<file path="config.mk">
export PLATFORM = sky130hd
export DESIGN_NAME = assoc_cache_replacement_core_flat
export DESIGN_NICKNAME = d
export VERILOG_FILES = /design/src/rtl/acr_pkg.sv /design/src/rtl/acr_if.sv /design/src/rtl/acr_front.sv /design/src/rtl/acr_back.sv /design/src/rtl/assoc_cache_replacement_core.sv /design/src/flat_wrapper.sv
export SDC_FILE = /design/constraint.sdc
export NUM_CORES = 2
export LEC_CHECK = 0
export BUFFER_PORTS_ARGS = -buffer_cell sky130_fd_sc_hd__buf_2
export CAP_MARGIN = 10
export CORE_MARGIN = 2
export CORE_UTILIZATION = 60
export DETAILED_ROUTE_END_ITERATION = 12
export PLACE_DENSITY_LB_ADDON = 0.12
export SYNTH_ARGS = -nofsm -noshare
export SYNTH_HDL_FRONTEND = slang
export SYNTH_SLANG_ARGS = --single-unit
</file>
<file path="constraint.sdc">
create_clock -name clk -period 8 [get_ports clk]
set_input_delay 0.4 -clock clk [delete_from_list [all_inputs] [get_ports clk]]
set_output_delay 0.4 -clock clk [all_outputs]
set_load 0.01 [all_outputs]
</file>
<file path="src/rtl/acr_pkg.sv">
package acr_pkg;

    localparam int unsigned ENTRIES_DEF = 16;
    localparam int unsigned OP_W        = 2;
    localparam int unsigned KEY_W       = 32;
    localparam int unsigned DATA_W      = 32;
    localparam int unsigned SLOT_W      = 4;
    localparam int unsigned CNT_W       = 32;
    localparam int unsigned POLICY_W    = 2;
    localparam int unsigned LFSR_W      = 16;
    localparam int unsigned QUEUE_DEPTH = 2;

    localparam logic [LFSR_W-1:0] LFSR_SEED = 16'hACE1;

    localparam logic [OP_W-1:0] OP_STORE  = 2'd0;
    localparam logic [OP_W-1:0] OP_LOOKUP = 2'd1;
    localparam logic [OP_W-1:0] OP_CLEAR  = 2'd2;

    localparam logic [POLICY_W-1:0] POL_LRU    = 2'd0;
    localparam logic [POLICY_W-1:0] POL_RANDOM = 2'd1;
    localparam logic [POLICY_W-1:0] POL_NONE   = 2'd2;

    typedef enum logic [3:0]
    {
        CMD_STORE  = 4'b0001,
        CMD_LOOKUP = 4'b0010,
        CMD_CLEAR  = 4'b0100,
        CMD_NOP    = 4'b1000
    } cmd_kind_t;

    typedef struct packed
    {
        cmd_kind_t         kind;
        logic [KEY_W-1:0]  key;
        logic [DATA_W-1:0] payload;
    } cmd_t;

endpackage

</file>
<file path="src/rtl/acr_if.sv">
interface acr_in_if;
    logic                       valid;
    logic                       ready;
    logic [acr_pkg::OP_W-1:0]   op;
    logic [acr_pkg::KEY_W-1:0]  key;
    logic [acr_pkg::DATA_W-1:0] payload;

    modport source (output valid, output op, output key, output payload, input ready);
    modport sink   (input valid, input op, input key, input payload, output ready);
endinterface

interface acr_out_if;
    logic                       valid;
    logic                       ready;
    logic                       hit;
    logic [acr_pkg::DATA_W-1:0] data;
    logic [acr_pkg::SLOT_W-1:0] slot;
    logic                       stored;
    logic [acr_pkg::CNT_W-1:0]  hit_count;
    logic [acr_pkg::CNT_W-1:0]  miss_count;

    modport source (output valid, output hit, output data, output slot, output stored,
                    output hit_count, output miss_count, input ready);
    modport sink   (input valid, input hit, input data, input slot, input stored,
                    input hit_count, input miss_count, output ready);
endinterface

</file>
<file path="src/rtl/acr_front.sv">
module acr_front
(
    input  logic          clk,
    input  logic          rst_n,
    acr_in_if.sink        req,
    output logic          q_valid,
    output acr_pkg::cmd_t q_cmd,
    input  logic          q_pop
);
    import acr_pkg::*;

    localparam int unsigned PTR_W = (QUEUE_DEPTH > 1) ? $clog2(QUEUE_DEPTH) : 1;
    localparam int unsigned CNT_QW = $clog2(QUEUE_DEPTH + 1);
    localparam logic [PTR_W-1:0] PTR_LAST = PTR_W'(QUEUE_DEPTH - 1);

    cmd_t               queue_mem [QUEUE_DEPTH];
    logic [PTR_W-1:0]   wr_ptr_reg, wr_ptr_next;
    logic [PTR_W-1:0]   rd_ptr_reg, rd_ptr_next;
    logic [CNT_QW-1:0]  count_reg, count_next;
    cmd_t               in_cmd;
    logic               push;

    always_comb
    begin
        in_cmd.key     = req.key;
        in_cmd.payload = req.payload;
        case (req.op)
            OP_STORE:  in_cmd.kind = CMD_STORE;
            OP_LOOKUP: in_cmd.kind = CMD_LOOKUP;
            OP_CLEAR:  in_cmd.kind = CMD_CLEAR;
            default:   in_cmd.kind = CMD_NOP;
        endcase
    end

    assign req.ready = (count_reg != CNT_QW'(QUEUE_DEPTH));
    assign push      = req.valid && req.ready;
    assign q_valid   = (count_reg != '0);
    assign q_cmd     = queue_mem[rd_ptr_reg];

    always_comb
    begin
        wr_ptr_next = wr_ptr_reg;
        rd_ptr_next = rd_ptr_reg;
        count_next  = count_reg;
        if (push)
        begin
            wr_ptr_next = (wr_ptr_reg == PTR_LAST) ? '0 : wr_ptr_reg + PTR_W'(1);
        end
        if (q_pop)
        begin
            rd_ptr_next = (rd_ptr_reg == PTR_LAST) ? '0 : rd_ptr_reg + PTR_W'(1);
        end
        if (push && !q_pop)
        begin
            count_next = count_reg + CNT_QW'(1);
        end
        else if (!push && q_pop)
        begin
            count_next = count_reg - CNT_QW'(1);
        end
    end

    always_ff @(posedge clk or negedge rst_n)
    begin
        if (!rst_n)
        begin
            wr_ptr_reg <= '0;
            rd_ptr_reg <= '0;
            count_reg  <= '0;
        end
        else
        begin
            wr_ptr_reg <= wr_ptr_next;
            rd_ptr_reg <= rd_ptr_next;
            count_reg  <= count_next;
        end
    end

    always_ff @(posedge clk)
    begin
        if (push)
        begin
            queue_mem[wr_ptr_reg] <= in_cmd;
        end
    end

endmodule

</file>
<file path="src/rtl/acr_back.sv">
module acr_back
#(
    parameter int unsigned ENTRIES = acr_pkg::ENTRIES_DEF
)
(
    input  logic                           clk,
    input  logic                           rst_n,
    input  logic                           q_valid,
    input  acr_pkg::cmd_t                  q_cmd,
    output logic                           q_pop,
    input  logic                           cfg_we,
    input  logic [acr_pkg::POLICY_W-1:0]   cfg_wdata,
    acr_out_if.source                      rsp
);
    import acr_pkg::*;

    localparam int unsigned IDX_W    = $clog2(ENTRIES);
    localparam int unsigned RECIP_SH = LFSR_W + IDX_W;
    localparam int unsigned RECIP_MW = LFSR_W + 1;
    localparam int unsigned PROD_W   = LFSR_W + RECIP_MW;
    localparam logic [IDX_W-1:0]    RANK_OLDEST = IDX_W'(ENTRIES - 1);
    localparam logic [RECIP_MW-1:0] RECIP_M     =
        RECIP_MW'(((64'd1 << RECIP_SH) + 64'(ENTRIES) - 64'd1) / 64'(ENTRIES));
    localparam logic [LFSR_W-1:0]   ENTRIES_L   = LFSR_W'(ENTRIES);

    typedef enum logic [5:0]
    {
        S_IDLE  = 6'b000001,
        S_EVAL  = 6'b000010,
        S_QUO   = 6'b000100,
        S_REM   = 6'b001000,
        S_WRITE = 6'b010000,
        S_READ  = 6'b100000
    } state_t;

    function automatic logic [LFSR_W-1:0] lfsr_step(input logic [LFSR_W-1:0] v);
        logic fb;
        fb = v[0] ^ v[2] ^ v[3] ^ v[5];
        return {fb, v[LFSR_W-1:1]};
    endfunction

    state_t              state_reg, state_next;
    cmd_t                cmd_reg;
    logic [POLICY_W-1:0] policy_reg;
    logic [ENTRIES-1:0]  occupied_reg;
    logic [KEY_W-1:0]    key_reg  [ENTRIES];
    logic [IDX_W-1:0]    rank_reg [ENTRIES];
    logic [DATA_W-1:0]   payload_mem [ENTRIES];
    logic [DATA_W-1:0]   rd_data_reg;
    logic [IDX_W-1:0]    target_reg;
    logic [LFSR_W-1:0]   lfsr_reg;
    logic [LFSR_W-1:0]   mod_val_reg;
    logic [LFSR_W-1:0]   quo_reg;
    logic [IDX_W-1:0]    rem_reg;
    logic [CNT_W-1:0]    hit_total_reg, miss_total_reg;

    logic                out_valid_reg, out_hit_reg, out_stored_reg;
    logic [DATA_W-1:0]   out_data_reg;
    logic [SLOT_W-1:0]   out_slot_reg;

    logic [ENTRIES-1:0]  match_vec, free_vec, oldest_vec;
    logic [IDX_W-1:0]    match_idx, free_idx, oldest_idx;
    logic                any_match, any_free, out_free;

    logic                store_en, clear_en, rd_en, mod_start, cnt_hit, cnt_miss;
    logic [IDX_W-1:0]    store_idx;
    logic                out_load, out_hit_next, out_stored_next;
    logic [DATA_W-1:0]   out_data_next;
    logic [SLOT_W-1:0]   out_slot_next;
    logic [PROD_W-1:0]   prod;
    logic [LFSR_W-1:0]   quo_next, rem_wide;
    logic                s_occ;
    logic [IDX_W-1:0]    s_rank;

    // tag compare and slot selection
    always_comb
    begin
        for (int i = 0; i < ENTRIES; i++)
        begin
            match_vec[i]  = occupied_reg[i] && (key_reg[i] == cmd_reg.key);
            free_vec[i]   = !occupied_reg[i];
            oldest_vec[i] = (rank_reg[i] == RANK_OLDEST);
        end
        match_idx  = '0;
        oldest_idx = '0;
        for (int i = 0; i < ENTRIES; i++)
        begin
            if (match_vec[i])
            begin
                match_idx = IDX_W'(i);
            end
            if (oldest_vec[i])
            begin
                oldest_idx = IDX_W'(i);
            end
        end
        free_idx = '0;
        for (int i = ENTRIES - 1; i >= 0; i--)
        begin
            if (free_vec[i])
            begin
                free_idx = IDX_W'(i);
            end
        end
    end

    assign any_match = |match_vec;
    assign any_free  = |free_vec;
    assign out_free  = !out_valid_reg || rsp.ready;

    // victim = LFSR value mod ENTRIES: reciprocal multiply for the quotient, then remainder
    always_comb
    begin
        prod     = PROD_W'(mod_val_reg) * PROD_W'(RECIP_M);
        quo_next = LFSR_W'(prod >> RECIP_SH);
        rem_wide = mod_val_reg - quo_reg * ENTRIES_L;
    end

    always_comb
    begin
        state_next      = state_reg;
        q_pop           = 1'b0;
        store_en        = 1'b0;
        store_idx       = '0;
        clear_en        = 1'b0;
        rd_en           = 1'b0;
        mod_start       = 1'b0;
        cnt_hit         = 1'b0;
        cnt_miss        = 1'b0;
        out_load        = 1'b0;
        out_hit_next    = 1'b0;
        out_stored_next = 1'b0;
        out_data_next   = '0;
        out_slot_next   = '0;
        case (state_reg)
            S_IDLE:
            begin
                if (q_valid)
                begin
                    q_pop      = 1'b1;
                    state_next = S_EVAL;
                end
            end
            S_EVAL:
            begin
                if (out_free)
                begin
                    state_next = S_IDLE;
                    case (cmd_reg.kind)
                        CMD_STORE:
                        begin
                            if (any_free || policy_reg == POL_LRU)
                            begin
                                store_en        = 1'b1;
                                store_idx       = any_free ? free_idx : oldest_idx;
                                out_load        = 1'b1;
                                out_stored_next = 1'b1;
                                out_slot_next   = SLOT_W'(store_idx);
                            end
                            else if (policy_reg == POL_RANDOM)
                            begin
                                mod_start  = 1'b1;
                                state_next = S_QUO;
                            end
                            else
                            begin
                                out_load = 1'b1;
                            end
                        end
                        CMD_LOOKUP:
                        begin
                            if (any_match)
                            begin
                                rd_en      = 1'b1;
                                cnt_hit    = 1'b1;
                                state_next = S_READ;
                            end
                            else
                            begin
                                cnt_miss = 1'b1;
                                out_load = 1'b1;
                            end
                        end
                        CMD_CLEAR:
                        begin
                            clear_en = 1'b1;
                            out_load = 1'b1;
                        end
                        default:
                        begin
                            out_load = 1'b1;
                        end
                    endcase
                end
            end
            S_QUO:
            begin
                state_next = S_REM;
            end
            S_REM:
            begin
                state_next = S_WRITE;
            end
            S_WRITE:
            begin
                if (out_free)
                begin
                    store_en        = 1'b1;
                    store_idx       = rem_reg;
                    out_load        = 1'b1;
                    out_stored_next = 1'b1;
                    out_slot_next   = SLOT_W'(store_idx);
                    state_next      = S_IDLE;
                end
            end
            S_READ:
            begin
                if (out_free)
                begin
                    out_load      = 1'b1;
                    out_hit_next  = 1'b1;
                    out_data_next = rd_data_reg;
                    out_slot_next = SLOT_W'(target_reg);
                    state_next    = S_IDLE;
                end
            end
            default:
            begin
                state_next = S_IDLE;
            end
        endcase
    end

    assign s_occ  = occupied_reg[store_idx];
    assign s_rank = rank_reg[store_idx];

    always_ff @(posedge clk or negedge rst_n)
    begin
        if (!rst_n)
        begin
            state_reg      <= S_IDLE;
            policy_reg     <= POL_LRU;
            occupied_reg   <= '0;
            lfsr_reg       <= LFSR_SEED;
            hit_total_reg  <= '0;
            miss_total_reg <= '0;
            out_valid_reg  <= 1'b0;
            for (int i = 0; i < ENTRIES; i++)
            begin
                rank_reg[i] <= '0;
            end
        end
        else
        begin
            state_reg <= state_next;
            if (cfg_we)
            begin
                policy_reg <= cfg_wdata;
            end
            if (cnt_hit)
            begin
                hit_total_reg <= hit_total_reg + CNT_W'(1);
            end
            if (cnt_miss)
            begin
                miss_total_reg <= miss_total_reg + CNT_W'(1);
            end
            if (mod_start)
            begin
                lfsr_reg <= lfsr_step(lfsr_reg);
            end
            if (out_load)
            begin
                out_valid_reg <= 1'b1;
            end
            else if (rsp.ready)
            begin
                out_valid_reg <= 1'b0;
            end
            if (clear_en)
            begin
                occupied_reg <= '0;
                for (int i = 0; i < ENTRIES; i++)
                begin
                    rank_reg[i] <= '0;
                end
            end
            else if (store_en)
            begin
                occupied_reg[store_idx] <= 1'b1;
                for (int i = 0; i < ENTRIES; i++)
                begin
                    if (IDX_W'(i) == store_idx)
                    begin
                        rank_reg[i] <= '0;
                    end
                    else if (occupied_reg[i] && (!s_occ || rank_reg[i] < s_rank))
                    begin
                        rank_reg[i] <= rank_reg[i] + IDX_W'(1);
                    end
                end
            end
        end
    end

    always_ff @(posedge clk)
    begin
        if (q_pop)
        begin
            cmd_reg <= q_cmd;
        end
        if (store_en)
        begin
            key_reg[store_idx]     <= cmd_reg.key;
            payload_mem[store_idx] <= cmd_reg.payload;
        end
        if (rd_en)
        begin
            rd_data_reg <= payload_mem[match_idx];
            target_reg  <= match_idx;
        end
        if (mod_start)
        begin
            mod_val_reg <= lfsr_step(lfsr_reg);
        end
        if (state_reg == S_QUO)
        begin
            quo_reg <= quo_next;
        end
        if (state_reg == S_REM)
        begin
            rem_reg <= rem_wide[IDX_W-1:0];
        end
        if (out_load)
        begin
            out_hit_reg    <= out_hit_next;
            out_data_reg   <= out_data_next;
            out_slot_reg   <= out_slot_next;
            out_stored_reg <= out_stored_next;
        end
    end

    assign rsp.valid      = out_valid_reg;
    assign rsp.hit        = out_hit_reg;
    assign rsp.data       = out_data_reg;
    assign rsp.slot       = out_slot_reg;
    assign rsp.stored     = out_stored_reg;
    assign rsp.hit_count  = hit_total_reg;
    assign rsp.miss_count = miss_total_reg;

    a_store_occupies: assert property (@(posedge clk) disable iff (!rst_n)
        store_en |=> occupied_reg[$past(store_idx)])
        else $error("stored slot not marked occupied");

    a_clear_empties: assert property (@(posedge clk) disable iff (!rst_n)
        clear_en |=> (occupied_reg == '0))
        else $error("clear left slots occupied");

    a_count_step: assert property (@(posedge clk) disable iff (!rst_n)
        (cnt_hit || cnt_miss) |=>
        ((hit_total_reg + miss_total_reg) == ($past(hit_total_reg + miss_total_reg) + 1)))
        else $error("lookup total did not advance by one");

    a_read_slot_free: assert property (@(posedge clk) disable iff (!rst_n)
        (state_reg == S_READ) |-> out_free)
        else $error("result register busy on lookup hit");

    a_oldest_unique: assert property (@(posedge clk) disable iff (!rst_n)
        ((state_reg == S_EVAL) && !any_free) |-> $onehot(oldest_vec))
        else $error("recency ranks not a permutation when full");

endmodule

</file>
<file path="src/rtl/assoc_cache_replacement_core.sv">
// channel  | dir | beat fields
// ---------+-----+-------------------------------------------------------------
// req      | in  | op, key, payload
// rsp      | out | hit, data, slot, stored, hit_count, miss_count
// cfg      | in  | cfg_we, cfg_wdata (policy, no read-back)
//
// Store, clear, lookup miss pass IDLE and EVAL in the back end; lookup hit adds READ
// (payload RAM read). Store into a full cache under random policy adds QUO, REM, WRITE;
// LFSR value mod ENTRIES via reciprocal multiply: quotient in QUO, remainder in REM.
// A two-beat queue decouples req from the back end; rsp is a registered beat.
// Reset empties the cache, zeroes counters and ranks and seeds the LFSR; no clearing pass.
module assoc_cache_replacement_core
#(
    parameter int unsigned ENTRIES = acr_pkg::ENTRIES_DEF
)
(
    input  logic                         clk,
    input  logic                         rst_n,
    acr_in_if.sink                       req,
    acr_out_if.source                    rsp,
    input  logic                         cfg_we,
    input  logic [acr_pkg::POLICY_W-1:0] cfg_wdata
);
    import acr_pkg::*;

    logic q_valid;
    logic q_pop;
    cmd_t q_cmd;

    acr_front u_front
    (
        .clk     (clk),
        .rst_n   (rst_n),
        .req     (req),
        .q_valid (q_valid),
        .q_cmd   (q_cmd),
        .q_pop   (q_pop)
    );

    acr_back
    #(
        .ENTRIES (ENTRIES)
    )
    u_back
    (
        .clk       (clk),
        .rst_n     (rst_n),
        .q_valid   (q_valid),
        .q_cmd     (q_cmd),
        .q_pop     (q_pop),
        .cfg_we    (cfg_we),
        .cfg_wdata (cfg_wdata),
        .rsp       (rsp)
    );

endmodule
</file>
<file path="src/flat_wrapper.sv">
// flat-port wrapper written by rule: the top's interface ports become plain ports
module assoc_cache_replacement_core_flat import acr_pkg::*;
#(
    parameter int unsigned ENTRIES = acr_pkg::ENTRIES_DEF
)
  (clk, rst_n, cfg_we, cfg_wdata, req_valid, req_op, req_key, req_payload, req_ready, rsp_valid, rsp_hit, rsp_data, rsp_slot, rsp_stored, rsp_hit_count, rsp_miss_count, rsp_ready);
  acr_in_if req_i ();
  acr_out_if rsp_i ();
  input  logic clk;
  input  logic rst_n;
  input  logic cfg_we;
  input  logic [acr_pkg::POLICY_W-1:0] cfg_wdata;
  input wire logic [$bits(req_i.valid)-1:0] req_valid;
  input wire logic [$bits(req_i.op)-1:0] req_op;
  input wire logic [$bits(req_i.key)-1:0] req_key;
  input wire logic [$bits(req_i.payload)-1:0] req_payload;
  output wire logic [$bits(req_i.ready)-1:0] req_ready;
  output wire logic [$bits(rsp_i.valid)-1:0] rsp_valid;
  output wire logic [$bits(rsp_i.hit)-1:0] rsp_hit;
  output wire logic [$bits(rsp_i.data)-1:0] rsp_data;
  output wire logic [$bits(rsp_i.slot)-1:0] rsp_slot;
  output wire logic [$bits(rsp_i.stored)-1:0] rsp_stored;
  output wire logic [$bits(rsp_i.hit_count)-1:0] rsp_hit_count;
  output wire logic [$bits(rsp_i.miss_count)-1:0] rsp_miss_count;
  input wire logic [$bits(rsp_i.ready)-1:0] rsp_ready;
  assign req_i.valid = req_valid;
  assign req_i.op = req_op;
  assign req_i.key = req_key;
  assign req_i.payload = req_payload;
  assign req_ready = req_i.ready;
  assign rsp_valid = rsp_i.valid;
  assign rsp_hit = rsp_i.hit;
  assign rsp_data = rsp_i.data;
  assign rsp_slot = rsp_i.slot;
  assign rsp_stored = rsp_i.stored;
  assign rsp_hit_count = rsp_i.hit_count;
  assign rsp_miss_count = rsp_i.miss_count;
  assign rsp_i.ready = rsp_ready;
  assoc_cache_replacement_core #(.ENTRIES(ENTRIES)) u_core (.clk(clk), .rst_n(rst_n), .req(req_i), .rsp(rsp_i), .cfg_we(cfg_we), .cfg_wdata(cfg_wdata));
endmodule
</file>
## Yosys cells after proc, flatten, opt, wreduce, memory -nomap -nowiden

Memory sizes are Yosys's and may differ from the RTL's. A register that Yosys moved wholly into a read port is not among the register bits.
Index checks and enable logic that the tools add are counted.

- Register bits: 223
- Memory bits (writable): 1160
- Input bits: 73
- Output and inout port bits: 104
- Memories: 3

- $add $sub $neg: 23
- Order comparisons: 19
- Eq/ne operators: 62
- Mux-type cells: 144
- Bitwise gates (word level): 5
- Reduce and logical (&&, ||, !) cells: 118

Memories:

| memory | words | width | rd ports | clocked after Yosys merged registers in | write ports | RTL line | source |
|---|---|---|---|---|---|---|---|
| u_core.u_back.key_reg | 16 | 32 | 16 | 0 | 1 | acr_back.sv:46 | `logic [KEY_W-1:0] key_reg [ENTRIES];` |
| u_core.u_back.payload_mem | 16 | 32 | 1 | 1 | 1 | acr_back.sv:48 | `logic [DATA_W-1:0] payload_mem [ENTRIES];` |
| u_core.u_front.queue_mem | 2 | 68 | 1 | 1 | 1 | acr_front.sv:16 | `cmd_t queue_mem [QUEUE_DEPTH];` |

Operators by type and width:

| cell | count |
|---|---|
| equality test 32 bit | 16 |
| two-way mux 4 bit | 82 |
| two-way mux 64 bit | 2 |
| adder 32 x 1 -> 32 bit (second input constant) | 2 |
| adder 4 x 1 -> 4 bit (second input constant) | 16 |
| < comparator 4 bit | 16 |
| equality test 4 bit (second input constant) | 15 |
| nonzero test 3 bit | 16 |
| two-way mux 1 bit | 37 |
| logical AND 1 bit | 36 |
| AND reduction 2 bit | 17 |
| equality test 4 bit (first input constant) | 8 |
| two-way mux 16 bit | 2 |
| OR reduction 16 bit | 2 |
| case mux 6 bit (5 select lines) | 1 |
| two-way mux 6 bit | 4 |
| case mux 4 bit (3 select lines) | 2 |
| logical NOT 1 bit | 20 |
| logical OR 1 bit | 18 |
| binary-select mux 4 bit (select 4 bit) | 1 |
| equality test 3 x 4 -> 1 bit (first input constant) | 4 |
| bitwise OR 16 bit | 1 |
| case mux 6 bit (2 select lines) | 1 |
| equality test 2 x 4 -> 1 bit (first input constant) | 2 |
| 34 further kinds | 50 |

## Logic depth before layout (Yosys ltp)

- Word-level depth: 32
- Gate-level depth with buffers: 22

## Hierarchy

Synthesis repeated with hierarchy kept, for this count alone.

- Cell total of the unflattened synthesis: 4830
- Area, all modules: 64556.9 um2

Modules (own cells, without submodules):

| module | instances | cells an instance | area an instance (um2) | seq. area each (um2) |
|---|---|---|---|---|
| acr_back | 1 | 4596 | 59390.7 | 39494.1 |
| acr_front | 1 | 234 | 5166.2 | 4184.0 |

## Worst setup path after synthesis

Ideal clock, no wire load.

- Kind: register to register
- Start: reg u_core.u_back.state_reg[2]
- End: reg u_core.u_back.rank_reg[36] in the netlist's numbering
- Arrival: 6031 ps
- Path slack: 1843 ps
- Stages on the path, launching flop included: 13
- Path buffers: 2
- Clock period less this slack: 6157 ps
- Cells stage by stage: dfrtp_1 buf_6 or4b_1 nor4_4 o21ai_2 a211o_1 o21ai_1 clkbuf_1 nand2_1 nor2_1 nor2_1 and3_1 mux2_2

- Longest elaborated chain between the ends: 11

Ends and longest elaborated chain:

| item | RTL line | source |
|---|---|---|
| from (decl) | acr_back.sv:42 | `state_t state_reg, state_next;` |
| from (signal assigned) | acr_back.sv:255 | `state_reg <= state_next;` |
| equality test 6 x 5 -> 1 bit or equality test 6 x 2 -> 1 bit (tied branches) | acr_back.sv:135 | `case (state_reg)` |
| case mux 4 bit (2 select lines) | acr_back.sv:135 |  |
| inverter 4 -> 5 bit (not written as such) | acr_back.sv:235 | `assign s_rank = rank_reg[store_idx];` |
| binary-select mux 4 bit (select 4 bit) | acr_back.sv:235 |  |
| two-way mux 4 bit (not written as such) (2 in a row) | acr_back.sv:235 |  |
| < comparator 4 bit | acr_back.sv:297 | `else if (occupied_reg[i] && (!s_occ \|\| rank_reg[i] < s_rank))` |
| logical OR 1 bit | acr_back.sv:297 |  |
| logical AND 1 bit | acr_back.sv:297 |  |
| nonzero test 3 bit (no source line) | - |  |
| AND reduction 2 bit (no source line) | - |  |
| to (signal, indexed assignment) | acr_back.sv:299 | `rank_reg[i] <= rank_reg[i] + IDX_W'(1);` |
| to (decl) | acr_back.sv:47 | `logic [IDX_W-1:0] rank_reg [ENTRIES];` |

Several ways; a longest one is shown, not always the timed one. The select of a mux whose other input is x is not followed.
A chain may end at the register's enable or synchronous reset.

## Worst setup path in the final report

- Start: reg u_core.u_back.occupied_reg[8]
- End: reg u_core.u_back.rank_reg[63] in the netlist's numbering

- Longest elaborated chain between the ends: 23

Ends and longest elaborated chain:

| item | RTL line | source |
|---|---|---|
| from (decl) | acr_back.sv:45 | `logic [ENTRIES-1:0] occupied_reg;` |
| from (signal assigned) | acr_back.sv:243 | `occupied_reg <= '0;` |
| from (signal assigned) | acr_back.sv:282 | `occupied_reg <= '0;` |
| from (signal, indexed assignment) | acr_back.sv:290 | `occupied_reg[store_idx] <= 1'b1;` |
| two-way mux 4 bit (9 in a row) | acr_back.sv:100 | `if (free_vec[i])` |
| two-way mux 4 bit | acr_back.sv:155 | `store_idx = any_free ? free_idx : oldest_idx;` |
| two-way mux 4 bit | acr_back.sv:152 | `if (any_free \|\| policy_reg == POL_LRU)` |
| two-way mux 4 bit | acr_back.sv:149 | `case (cmd_reg.kind)` |
| two-way mux 4 bit | acr_back.sv:146 | `if (out_free)` |
| case mux 4 bit (2 select lines) | acr_back.sv:135 |  |
| inverter 4 -> 5 bit (not written as such) | acr_back.sv:235 |  |
| binary-select mux 4 bit (select 4 bit) | acr_back.sv:235 |  |
| two-way mux 4 bit (not written as such) (2 in a row) | acr_back.sv:235 |  |
| < comparator 4 bit | acr_back.sv:297 |  |
| logical OR 1 bit | acr_back.sv:297 |  |
| logical AND 1 bit | acr_back.sv:297 |  |
| nonzero test 3 bit (no source line) | - |  |
| AND reduction 2 bit (no source line) | - |  |

Several ways; a longest one is shown, not always the timed one. The select of a mux whose other input is x is not followed.

==> qor.csv <==
metric,value,unit
hold_end,u_core.u_front.wr_ptr_reg$_DFFE_PN0P_,
peakVddDrop,0.000284,V
dp_slack,2.11,ns
synth_cell_type_count,100,
vias,37606,
cp.required,8.65,ns
rsz0062_at_grt,no,
finalCriticalPeriod,6.07,ns
layout_commonest_cell,edfxtp_1,
grt_overflow_total,0,
row_count,119,
crit_path_max_incr_delay,0.87,ns
syn-num-nets,4373,
postSynthCellCount,4233,
layout_setup_ws,1.93,ns
synth_flop_cell,edfxtp_1,
core-area,105000,sq um
fin_setup_tns,0,ns
cts_inserted_buffers,150,
hold_violations,0,
worst_path_max_delay_cell,dfrtp_1,
cp_data_arrival_time,6.72,ns
place_congestion,0.981,
die_y,330,microns
rrSetupSlack,1.93,ns
grt_first_pass_wirelength,231,mm
synth-edff-count,1310,
fp.dieW,330,microns
grt_max_degree,129,
portBuffers,176,
dieArea,109000,sq um
vias_per_cell,6.20,
cts-root-buf,clkbuf_16,
finalSetupViolCount,0,
critical_path_class,reg2reg,
drt_iter0_drc,3642,
utilization,68.4,%
drc,0,
synth-seq-cells,1483,
drive_gt1_share,14.4,%
max_slew.worst_pin.slew,1.24,ns
start_util,60.4,%
cts_max_level,4,
slew_headroom,17.4,%
cp-start-kind,flip-flop,
p_per_area,297,nW/um^2
max_freq,0.165,GHz
dp_hpwl,92.9,mm
hold_depth,3,
dr.pass1.iters,5,
final_cell_mix,"edfxtp_1 (1,310), xor2_1 (439), mux2i_1 (327)",
skew,0.0259,ns
nets,4692,
outcome,finished clean,
clockBufferDepth,3,
globalRouteTotalUtil,28.7,%
detail_route.wirelength,155,mm
area_delta_synth_final,13.1,%
worstReg2RegStart,u_core.u_back.occupied_reg[8]$_DFFE_PN0P_,
synth_area,63600,sq um
crit_chain,nand4_1 -> nor4_2 -> a21oi_1 -> o211ai_1 -> nand3_1 -> buf_4 -> nand2_1 -> nand3_1 -> o31ai_1 -> o21ai_0 -> o21ai_1 -> buf_4 -> ha_1 -> and2_1 -> a311oi_1 -> a21oi_1 -> nor2_1 -> o21ai_0,
async_flop_share,11.7,%
rr_worst_depth,18,
yosys_warnings,0,
grt_pass1_vias,37191,
clk_latency,0.77,ns
min_path_type,in2reg,
clock-sinks,1483,
cts_tree,built,
cellLeakagePower,0.0273,uW
endpoint_kind,flip-flop,
reg2reg_to,u_core.u_back.rank_reg[63]$_DFFE_PN0P_,
fin_crit_sh,75.9,%
antenna_found_initial,1,
wl_per_cell,25.6,microns
holdCritStartpoint,req_valid,
ant_nets,0,
post_cts_buffers,0,
seq_area_frac_synth,68.7,%
ios,177,
drv_cap,0,
slew_viol_final,0,
syn_avg_cell_area,15.0,sq um
worstPathMaxFanout,26,
clk_transition_reported_paths,0.06,ns
==> synth_stat cells, types with 67 or more instances <==
| cell type | instances | share of area, % |
|---|---|---|
| dfrtp_1 | 164 | 6.5 |
| buf_2 | 82 | 0.65 |
| xor2_1 | 439 | 6.0 |
| mux2i_1 | 327 | 5.1 |
| ha_1 | 67 | 1.3 |
| clkbuf_1 | 68 | 0.40 |
| nand4_1 | 92 | 0.90 |
| nor2_1 | 148 | 0.87 |
| xnor2_1 | 148 | 2.0 |
| mux2_2 | 111 | 2.0 |
| nor4_1 | 173 | 1.7 |
| nand3_1 | 109 | 0.86 |
| nand2_1 | 303 | 1.8 |
| edfxtp_1 | 1310 | 62 |
==> how the worst max path moves through the flow <==
stage / start / endpoint / slack (ns) / depth (start not counted)
after global routing: u_core.u_back.occupied_reg[8]$_DFFE_PN0P_ / u_core.u_back.rank_reg[63]$_DFFE_PN0P_ / 1.48 / 18
final: u_core.u_back.occupied_reg[8]$_DFFE_PN0P_ / u_core.u_back.rank_reg[63]$_DFFE_PN0P_ / 1.93 / 18
after detailed placement: u_core.u_back.occupied_reg[8]$_DFFE_PN0P_ / u_core.u_back.rank_reg[62]$_DFFE_PN0P_ / 2.11 / 18
after floorplan: u_core.u_back.state_reg[2]$_DFFE_PN0P_ / u_core.u_back.rank_reg[36]$_DFFE_PN0P_ / 1.84 / 12
after global placement: u_core.u_back.occupied_reg[8]$_DFFE_PN0P_ / u_core.u_back.rank_reg[63]$_DFFE_PN0P_ / 2.29 / 18
after CTS: u_core.u_back.occupied_reg[8]$_DFFE_PN0P_ / u_core.u_back.rank_reg[63]$_DFFE_PN0P_ / 2.08 / 18
==> cells by family after synthesis <==
kind of cell	synth area share (%)
muxes	7.26
xor gates and xnor gates	8.08
DFF	68.7
buffers and inverters	1.68
and+or+nand+nor	8.86
AOI/OAI and AO/OA	4.14
adders and majority gates	1.32
==> cell type report <==
cell class,instances,area [sq um]
inverter,49,184
fill,7097,33300
timing repair buffer,351,2460
tap,1391,1740
multi-input combinational,2517,19100
clock inverter,70,604
antenna,1,2.50
sequential,1483,43700
clock buffer,203,4160
==> power by group <==
part | internal [uW] | total, uW | leakage, uW | switching (uW)
combinational | 1250 | 4100 | 0.0108 | 2850
sequential | 9760 | 10400 | 0.0142 | 677
clock | 3940 | 6820 | 0.00234 | 2870
total | 14900 | 21300 | 0.0273 | 6400
==> critical path, delay by kind of cell, from the launching register on <==
kind                       cells  cell delay (ns)
adders and majority gates      1             0.26
buffers and inverters          2             0.79
DFF                            1             0.87
and+or+nand+nor                7             1.98
AOI/OAI and AO/OA              8             2.04
==> metrics by stage <==
step	instances	hold WS, ns	cell area, sq um	total power (uW)
finish	6065	0.0931	72000	21300
global route	6064	0.0978	72000	22100
detailed placement	5718	0.408	66500	14600
floorplan	4233	0.104	63600	13000
CTS	6064	0.0373	72000	21400
global placement	5718	0.431	66500	14500
==> routing by layer <==
layer,vias up,share of wire (%),GRT usage [%]
met1,19028,43,40.8
met4,0,2.6,8.35
met2,1528,48,46.5
met5,-,0,0
li1,16799,-,-
met3,251,7.0,4.21
==> what timing repair did <==
item,CTS,global route
gates resized for setup,0,0
endpoints found under the hold margin,207,0
hold buffers,73,0
Power figures use the tool's default switching activity.
